## src/design/assert_macros.svh

```systemverilog
`ifndef ASSERT_MACROS_SVH
`define ASSERT_MACROS_SVH

// property checked at every clock edge outside reset
`define RMST_ASSERT(lbl, prop, msg) \
	lbl: assert property (@(posedge clk) disable iff (!arst_n) (prop)) else $error(msg);

// consequence checked in the cycle after the antecedent
`define RMST_ASSERT_NEXT(lbl, ante, cons, msg) \
	lbl: assert property (@(posedge clk) disable iff (!arst_n) (ante) |=> (cons)) else $error(msg);

`endif

```

## src/design/rmst_pkg.sv

```systemverilog
package rmst_pkg;

	localparam logic signed [63:0] MIN_SENTINEL = 64'sh8000_0000_0000_0000;

	localparam logic FUNC_UPDATE = 1'b0;
	localparam logic FUNC_QUERY  = 1'b1;

	typedef struct packed {
		logic              func;
		logic [9:0]        index;
		logic [10:0]       right_end;
		logic signed [63:0] value;
	} in_item_t;

	typedef struct packed {
		logic signed [63:0] max_value;
		logic              found;
	} out_item_t;

	typedef struct packed {
		logic rd_a_en;
		logic rd_b_en;
		logic wr_en;
	} mem_ctl_t;

	function automatic logic signed [63:0] smax(input logic signed [63:0] a,
		input logic signed [63:0] b);
		return (a > b) ? a : b;
	endfunction

endpackage

```

## src/design/rmst_ctrl.sv

```systemverilog
`include "assert_macros.svh"

module rmst_ctrl #(
	parameter int LEAVES = 1024,
	parameter int AW     = 11
) (
	input  logic                clk,
	input  logic                arst_n,
	input  logic                in_valid,
	output logic                in_stall,
	input  rmst_pkg::in_item_t  in_data,
	output logic                res_valid,
	input  logic                res_ready,
	output rmst_pkg::out_item_t res_data,
	output rmst_pkg::mem_ctl_t  mem_ctl,
	output logic [AW-1:0]       wr_addr,
	output logic signed [63:0]  wr_data,
	output logic [AW-1:0]       rd_a_addr,
	output logic [AW-1:0]       rd_b_addr,
	input  logic signed [63:0]  rd_a_data,
	input  logic signed [63:0]  rd_b_data
);
	import rmst_pkg::*;

	localparam int LVL_W = AW - 1;
	localparam int PW    = AW + 1;
	localparam int CW    = (PW > 11) ? PW : 11;
	localparam logic [AW-1:0] LEAF_BASE = {1'b1, {LVL_W{1'b0}}};
	localparam logic [AW-1:0] ROOT      = AW'(1);
	localparam logic [AW-1:0] CLR_LAST  = {AW{1'b1}};
	localparam logic [CW-1:0] LEAF_CNT  = CW'(LEAVES);

	typedef enum logic [2:0] {
		CLR, IDLE, U_LEAF, U_UP, Q_WALK, Q_D1, Q_D2
	} state_t;

	state_t             state_q;
	logic [AW-1:0]      clr_q;
	logic [AW-1:0]      node_q;
	logic signed [63:0] acc_q;
	logic [PW-1:0]      lo_q;
	logic [PW-1:0]      hi_q;
	logic signed [63:0] best_q;
	logic               va_s1;
	logic               vb_s1;
	logic signed [63:0] pair_s2;

	logic               accept;
	logic [CW-1:0]      idx_ext;
	logic [CW-1:0]      rgt_ext;
	logic [CW-1:0]      rgt_c;
	logic               upd_ok;
	logic               q_ok;
	logic [PW-1:0]      lo_init;
	logic [PW-1:0]      hi_init;
	logic               walk_go;
	logic [PW-1:0]      lo_nxt;
	logic [PW-1:0]      hi_nxt;
	logic [PW-1:0]      hi_m1;
	logic signed [63:0] up_max;
	logic signed [63:0] a_m;
	logic signed [63:0] b_m;

	assign in_stall = (state_q != IDLE);
	assign accept   = in_valid && !in_stall;

	assign idx_ext = CW'(in_data.index);
	assign rgt_ext = CW'(in_data.right_end);
	assign rgt_c   = (rgt_ext > LEAF_CNT) ? LEAF_CNT : rgt_ext;
	assign upd_ok  = idx_ext < LEAF_CNT;
	assign q_ok    = idx_ext < rgt_c;
	assign lo_init = PW'(LEAF_BASE) + PW'(idx_ext);
	assign hi_init = PW'(LEAF_BASE) + PW'(rgt_c);

	assign walk_go = lo_q < hi_q;
	assign lo_nxt  = (lo_q + PW'(lo_q[0])) >> 1;
	assign hi_nxt  = (hi_q - PW'(hi_q[0])) >> 1;
	assign hi_m1   = hi_q - PW'(1);
	assign up_max  = smax(acc_q, rd_a_data);

	assign a_m = va_s1 ? rd_a_data : MIN_SENTINEL;
	assign b_m = vb_s1 ? rd_b_data : MIN_SENTINEL;

	always_comb begin
		mem_ctl   = '0;
		wr_addr   = '0;
		wr_data   = MIN_SENTINEL;
		rd_a_addr = '0;
		rd_b_addr = '0;
		case (state_q)
			CLR: begin
				mem_ctl.wr_en = 1'b1;
				wr_addr       = clr_q;
			end
			U_LEAF: begin
				mem_ctl.wr_en   = 1'b1;
				wr_addr         = node_q;
				wr_data         = acc_q;
				mem_ctl.rd_a_en = 1'b1;
				rd_a_addr       = node_q ^ ROOT;
			end
			U_UP: begin
				mem_ctl.wr_en   = 1'b1;
				wr_addr         = node_q;
				wr_data         = up_max;
				mem_ctl.rd_a_en = (node_q != ROOT);
				rd_a_addr       = node_q ^ ROOT;
			end
			Q_WALK: begin
				mem_ctl.rd_a_en = walk_go && lo_q[0];
				mem_ctl.rd_b_en = walk_go && hi_q[0];
				rd_a_addr       = AW'(lo_q);
				rd_b_addr       = AW'(hi_m1);
			end
			default: begin
			end
		endcase
	end

	// two-level merge of the node pair into the running maximum
	always_ff @(posedge clk or negedge arst_n) begin
		if (!arst_n) begin
			va_s1 <= 1'b0;
			vb_s1 <= 1'b0;
		end else begin
			va_s1 <= mem_ctl.rd_b_en | mem_ctl.rd_a_en ? (state_q == Q_WALK) && mem_ctl.rd_a_en
				: 1'b0;
			vb_s1 <= (state_q == Q_WALK) && mem_ctl.rd_b_en;
		end
	end

	always_ff @(posedge clk) begin
		pair_s2 <= smax(a_m, b_m);
	end

	always_ff @(posedge clk or negedge arst_n) begin
		if (!arst_n) begin
			state_q <= CLR;
			clr_q   <= '0;
			node_q  <= '0;
			acc_q   <= MIN_SENTINEL;
			lo_q    <= '0;
			hi_q    <= '0;
			best_q  <= MIN_SENTINEL;
		end else begin
			case (state_q)
				CLR: begin
					clr_q <= clr_q + AW'(1);
					if (clr_q == CLR_LAST) begin
						state_q <= IDLE;
					end
				end
				IDLE: begin
					if (accept) begin
						if (in_data.func == FUNC_UPDATE) begin
							if (upd_ok) begin
								node_q  <= LEAF_BASE + AW'(idx_ext);
								acc_q   <= in_data.value;
								state_q <= U_LEAF;
							end
						end else begin
							best_q  <= MIN_SENTINEL;
							lo_q    <= q_ok ? lo_init : '0;
							hi_q    <= q_ok ? hi_init : '0;
							state_q <= Q_WALK;
						end
					end
				end
				U_LEAF: begin
					node_q  <= node_q >> 1;
					state_q <= U_UP;
				end
				U_UP: begin
					acc_q  <= up_max;
					node_q <= node_q >> 1;
					if (node_q == ROOT) begin
						state_q <= IDLE;
					end
				end
				Q_WALK: begin
					best_q <= smax(best_q, pair_s2);
					if (walk_go) begin
						lo_q <= lo_nxt;
						hi_q <= hi_nxt;
					end else begin
						state_q <= Q_D1;
					end
				end
				Q_D1: begin
					best_q  <= smax(best_q, pair_s2);
					state_q <= Q_D2;
				end
				Q_D2: begin
					if (res_ready) begin
						state_q <= IDLE;
					end
				end
				default: begin
					state_q <= IDLE;
				end
			endcase
		end
	end

	assign res_valid          = (state_q == Q_D2);
	assign res_data.max_value = best_q;
	assign res_data.found     = (best_q != MIN_SENTINEL);

	`RMST_ASSERT(a_walk_no_write, (state_q == Q_WALK) |-> !mem_ctl.wr_en, "write during query walk")
	`RMST_ASSERT(a_walk_order, (state_q == Q_WALK) |-> (lo_q <= hi_q), "walk bounds crossed")
	`RMST_ASSERT(a_up_node, (state_q == U_UP) |-> (node_q != '0), "update climbed past root")
	`RMST_ASSERT_NEXT(a_res_idle, res_valid && res_ready, state_q == IDLE, "no return to idle")

endmodule

```

## config.mk

```make
export PLATFORM = sky130hd
export DESIGN_NAME = rmst_ctrl
export DESIGN_NICKNAME = d
export VERILOG_FILES = /design/src/design/rmst_pkg.sv /design/src/design/rmst_ctrl.sv
export VERILOG_INCLUDE_DIRS = /design/src /design/src/design
export SDC_FILE = /design/constraint.sdc
export NUM_CORES = 1
export LEC_CHECK = 0
export BUFFER_PORTS_ARGS = -buffer_cell sky130_fd_sc_hd__buf_2
export CAP_MARGIN = 0
export CORE_UTILIZATION = 51
export DETAILED_ROUTE_END_ITERATION = 12
export PLACE_DENSITY = 0.75
export SLEW_MARGIN = 30
export SYNTH_ARGS = -nofsm -noshare
export SYNTH_HDL_FRONTEND = slang
export SYNTH_SLANG_ARGS = --single-unit
```

## constraint.sdc

```tcl
create_clock -name clk -period 4.9 [get_ports clk]
set_input_delay 0.735 -clock clk [delete_from_list [all_inputs] [get_ports clk]]
set_output_delay 0.735 -clock clk [all_outputs]
set_load 0.005 [all_outputs]
```

Word level (Yosys, flattened, before mapping). Index checks and enable logic that the tools add are counted.

Equal/unequal tests: 22. Bitwise gates (word level): 2. Add/subtract/negate cells: 7. Muxes and demuxes: 43. Reduce and logical (&&, ||, !) cells: 19. Order comparisons: 7.

Operators by type and width (number): 64-bit 2-to-1 mux (10); 64-bit one-hot mux with 2 select lines (3); 64-bit > comparator (3); 12-bit 2-to-1 mux (8); 11-bit one-hot mux with 2 select lines (3); 64-bit inequality test (second input constant) (1); 11-bit 2-to-1 mux (5); 12-bit one-hot mux with 2 select lines (2); 3-bit 2-to-1 mux (7); 3-bit one-hot mux with 7 select lines (1); 2-bit inequality test (second input constant) (9); 4-bit AND reduction (4); 11-bit by 10-bit adder with 12-bit output (first input constant) (1); 11-bit by 11-bit adder with 12-bit output (first input constant) (1); 12-bit by 1-bit adder with 12-bit output (1); 12-bit less-than comparator (1); 12-bit by 1-bit subtractor with 12-bit output (1); 11-bit by 1-bit adder with 11-bit output (second input constant) (1); 11-bit by 10-bit adder with 11-bit output (first input constant) (1); 11-bit by 1-bit == test with 1-bit output (second input constant) (1); 11-bit == test (second input constant) (1); 11-bit > comparator (second input constant) (1); 10-bit by 11-bit less-than comparator with 1-bit output (1); 10-bit by 11-bit less-than comparator with 1-bit output (second input constant) (1); 19 further kinds (32).

Input bits: 218. Word-level logic and storage cells: 110. Flip-flop bits (word level): 243.

Depth between registers and ports, before layout.
Word-level depth: 7. Mapped depth: 15.

Least setup slack after synthesis. No wires, ideal clock.

Kind: input to output. Start: input port rd_a_data[39]. End: output port wr_data[0]. Cell stages on the path: 11. Required time: 4.165 ns. Setup slack: 1.243 ns. Arrival time: 2.922 ns. Cells stage by stage: inv_1 -> ha_1 -> a21oi_1 -> o21ai_1 -> a221o_1 -> or3_1 -> a21oi_1 -> a21oi_1 -> nor3_2 -> clkbuf_1 -> o2bb2ai_1.

Word-level cells in the longest chain between the ends: 3.

Ends and longest elaborated chain: start: declaration (RTL line rmst_ctrl.sv:20) `input logic signed [63:0] rd_a_data,`; 64-bit > comparator (RTL line rmst_pkg.sv:28) `return (a > b) ? a : b;`; 64-bit 2-to-1 mux (RTL line rmst_pkg.sv:28); 64-bit one-hot mux with 2 select lines (RTL line rmst_ctrl.sv:90) `case (state_q)`; end: declaration (RTL line rmst_ctrl.sv:17) `output logic signed [63:0] wr_data,`.

No other way between the ends.

Worst setup path in the final report.
Start: input port rd_a_data[31]. End: output port wr_data[57].

Same word-level chain as after synthesis.

==> run summary <==
share of cells above drive strength 1: 19.9%
vias in the first global route: 16681
initial antenna violation count: 11
Worst setup SP type: input port
DR DRC count: 0
Port Buffers: 384
CTS resizes: 0
PwrDens: 753 nW/um^2
core area: 34600 sq um
static leakage: 10.9 nW
fillers: 3011
Hold Path Class: input port to asynchronous set/reset pin
Syn Nets: 2543
Post CTS Setup Buffer Count: 0
Netlist cell types: 70
DIE AREA: 36000 sq um
Clock Latency Late Sink: 550 ps
Synth-to-Final Area Change: 17.5%
Die W: 190 um
first-pass GRT wire length: 94.7 mm
commonest non-fill, non-tap cell in the layout: buf_2
largest net degree at the start of global routing: 103
CTS tree: built
post-placement cell count: 2839
CP Data Arrival Time: 3770 ps
final critical-path share of the clock period: 92.0%
number of synthesis warnings: 0
relative slew slack: 39.7%
main flop type after synthesis: dfrtp_1
Flop pwr share: 21.4%
max-slew violation count: 0
combinational share of power: 65.3%
via count: 18048
# nets final: 2846
CP Data Required Time: 4160 ps
crit path max fanout: 70
endpoints failing setup: 0
HPWL after detailed placement: 46.4 mm
Syn Std Cell Area: 18000 sq um
CP Buf/Inv Count: 5
Core Util, Final: 61.0%
VDD IR max: 0.00149 V
switching power: 7.99 mW
switching portion of total power: 50.3%
gr usage total: 33.4%
P_int: 7.91 mW
Initial Util: 51.9%
RSZ-0062 raised after global routing: no
skew final: 11.6 ps
Max Cap Viol: 0
die height: 190 um
CTS clk-pin slew, worst paths: 60 ps
Syn Area/Cell: 8.51 sq um
Gate Count Post-Synth: 2111
worst slew pin tran: 902 ps
Max clock buf depth: 3
Crit path largest cell delay: 440 ps
final WL: 61.7 mm
clock power share: 13.3%
Async SR Flop Fraction: 73.6%
final hold viol count: 0
f_max: 0.222 GHz
Worst Path Class, Setup: input port to output port
initial DRC count: 1925
WL per Instance: 21.2 um
Num CTS Buffers: 28
Fin Hold WS: 219 ps
commonest cells after routing, fill and taps aside: 383 x buf_2, 315 x nand2_1, 224 x inv_1
Seq cells post-synth: 242
Crit. End Element: output port
Cell Rows: 68
critical path cell sequence: buf_2, inv_1, ha_1, nand4_1, nor4_1, buf_4, nand3_1, a31oi_1, or2_2, nor3_2, nor3_2, buf_12, o2bb2ai_1, buf_2
total grt overflow: 0
ANT nets after route: 0
Period minus WS final: 4510 ps
sequential cell area fraction in the yosys report: 31.9%
post-route setup TNS: 0 ps
IO Count: 385
Via density: 6.22
Slowest-stage cell, CP: nor4_1
Root Driver: clkbuf_16
GPL Wtd Cong: 0.944
clock sink count: 242
Post-synth EDFFs: 0
cts hold-fix bufs: 0
router iterations before antenna repair: 7
H-tree depth: 1
Final Non-Filler Cells: 2902
CP top delay family: simple AND/OR/NAND/NOR gates
outcome: complete, no violations
## Yosys cell counts (all sizes together) (8+ instances only)
cell type | instances | area, sq um
o2bb2ai | 64 | 561
a22oi | 19 | 143
a22o | 18 | 158
nor4 | 28 | 181
a21oi | 87 | 435
a222oi | 11 | 110
and4 | 9 | 78.8
mux2i | 65 | 651
nor2b | 8 | 50.1
a221o | 129 | 1290
a31oi | 10 | 62.6
inv | 225 | 845
nand2 | 315 | 1180
nand3 | 29 | 145
xnor2 | 15 | 131
and3 | 67 | 419
dfrtp | 176 | 4400
buf | 59 | 363
ha | 214 | 2680
clkbuf | 80 | 300
nor3 | 138 | 701
a21o | 38 | 285
o21ai | 35 | 175
xor2 | 9 | 78.8
dfxtp | 64 | 1280
nand4 | 53 | 332
nor2 | 64 | 240
## power by group through the flow
stage,combinational (mW),clock [mW],sequential (mW)
after floorplan,8.11,0,3.11
after global placement,10.0,0,3.38
after detailed placement,9.36,0,3.29
after CTS,9.40,2.14,3.25
after global routing,11.2,2.21,3.48
final,10.4,2.11,3.40
## stage by stage
stage                     instance area (sq um)  power (mW)  setup WS, ps
after floorplan                           18000        11.2          1240
after global placement                    20200        13.4           484
after detailed placement                  20200        12.6           397
after CTS                                 21100        14.8           371
after global routing                      21100        16.9          97.4
final                                     21100        15.9           391
## final cells by class
| cell class | count | area (sq um) | area share [%] |
|---|---|---|---|
| well taps | 455 | 569 | 2.69 |
| multi-input cells | 1505 | 10800 | 51.2 |
| repair buffers | 412 | 2200 | 10.4 |
| clock buffers | 38 | 790 | 3.74 |
| flip-flops and latches | 242 | 5740 | 27.2 |
| clock inverters | 14 | 138 | 0.652 |
| diodes | 11 | 27.5 | 0.130 |
| inverters | 225 | 845 | 4.00 |
## routing by layer
layer	wire (um)	global-route usage, %
met2	27600	52.1
met1	25800	46.1
met5	0	0
met4	2690	14.7
met3	5480	4.28
## registers in the layout, indices dropped and copies added, names as in the netlist
name,cells
acc_q,64
best_q,64
clr_q,11
hi_q,12
lo_q,11
node_q,11
pair_s2,64
state_q,3
va_s1,1
vb_s1,1
## final timing paths
check | startpoint | end | slack [ps] | cells after the start
max | rd_a_data[31] | wr_data[57] | 390 | 14
min reg2reg | acc_q[63] | acc_q[63] | 510 | 2
min in group clk | in_data[0] | acc_q[0] | 450 | 2
max in group asynchronous | arst_n | va_s1 | 3570 | 2
min | arst_n | best_q[23] | 220 | 1
max reg2reg | va_s1 | pair_s2[30] | 970 | 13
## worst reg2reg max path, stage by stage (launching register included)
cell and delay (ps):
dfrtp_2 510, buf_4 380, nand2_1 260, inv_1 110
ha_1 260, a2111oi_0 430, o221ai_1 230, o2111ai_1 150
o211ai_1 120, a21oi_1 210, or2_2 160, o311a_4 450
buf_4 300, mux2i_1 270
## kinds of logic (layout without fill, tap and decap cells)
| logic type | after synthesis | after routing | share of synthesized area [%] |
|---|---|---|---|
| XOR/XNOR | 24 | 24 | 1.17 |
| buffers and inverters | 364 | 689 | 8.39 |
| AO/OA/AOI/OAI | 464 | 464 | 20.4 |
| multiplexers | 66 | 66 | 3.68 |
| flip-flops | 242 | 242 | 31.9 |
| AND/OR/NAND/NOR | 737 | 737 | 19.5 |
| adder cells (fa/ha/maj) | 214 | 214 | 14.9 |
| other | 0 | 11 | 0 |
(Power assumes the default switching activity.)
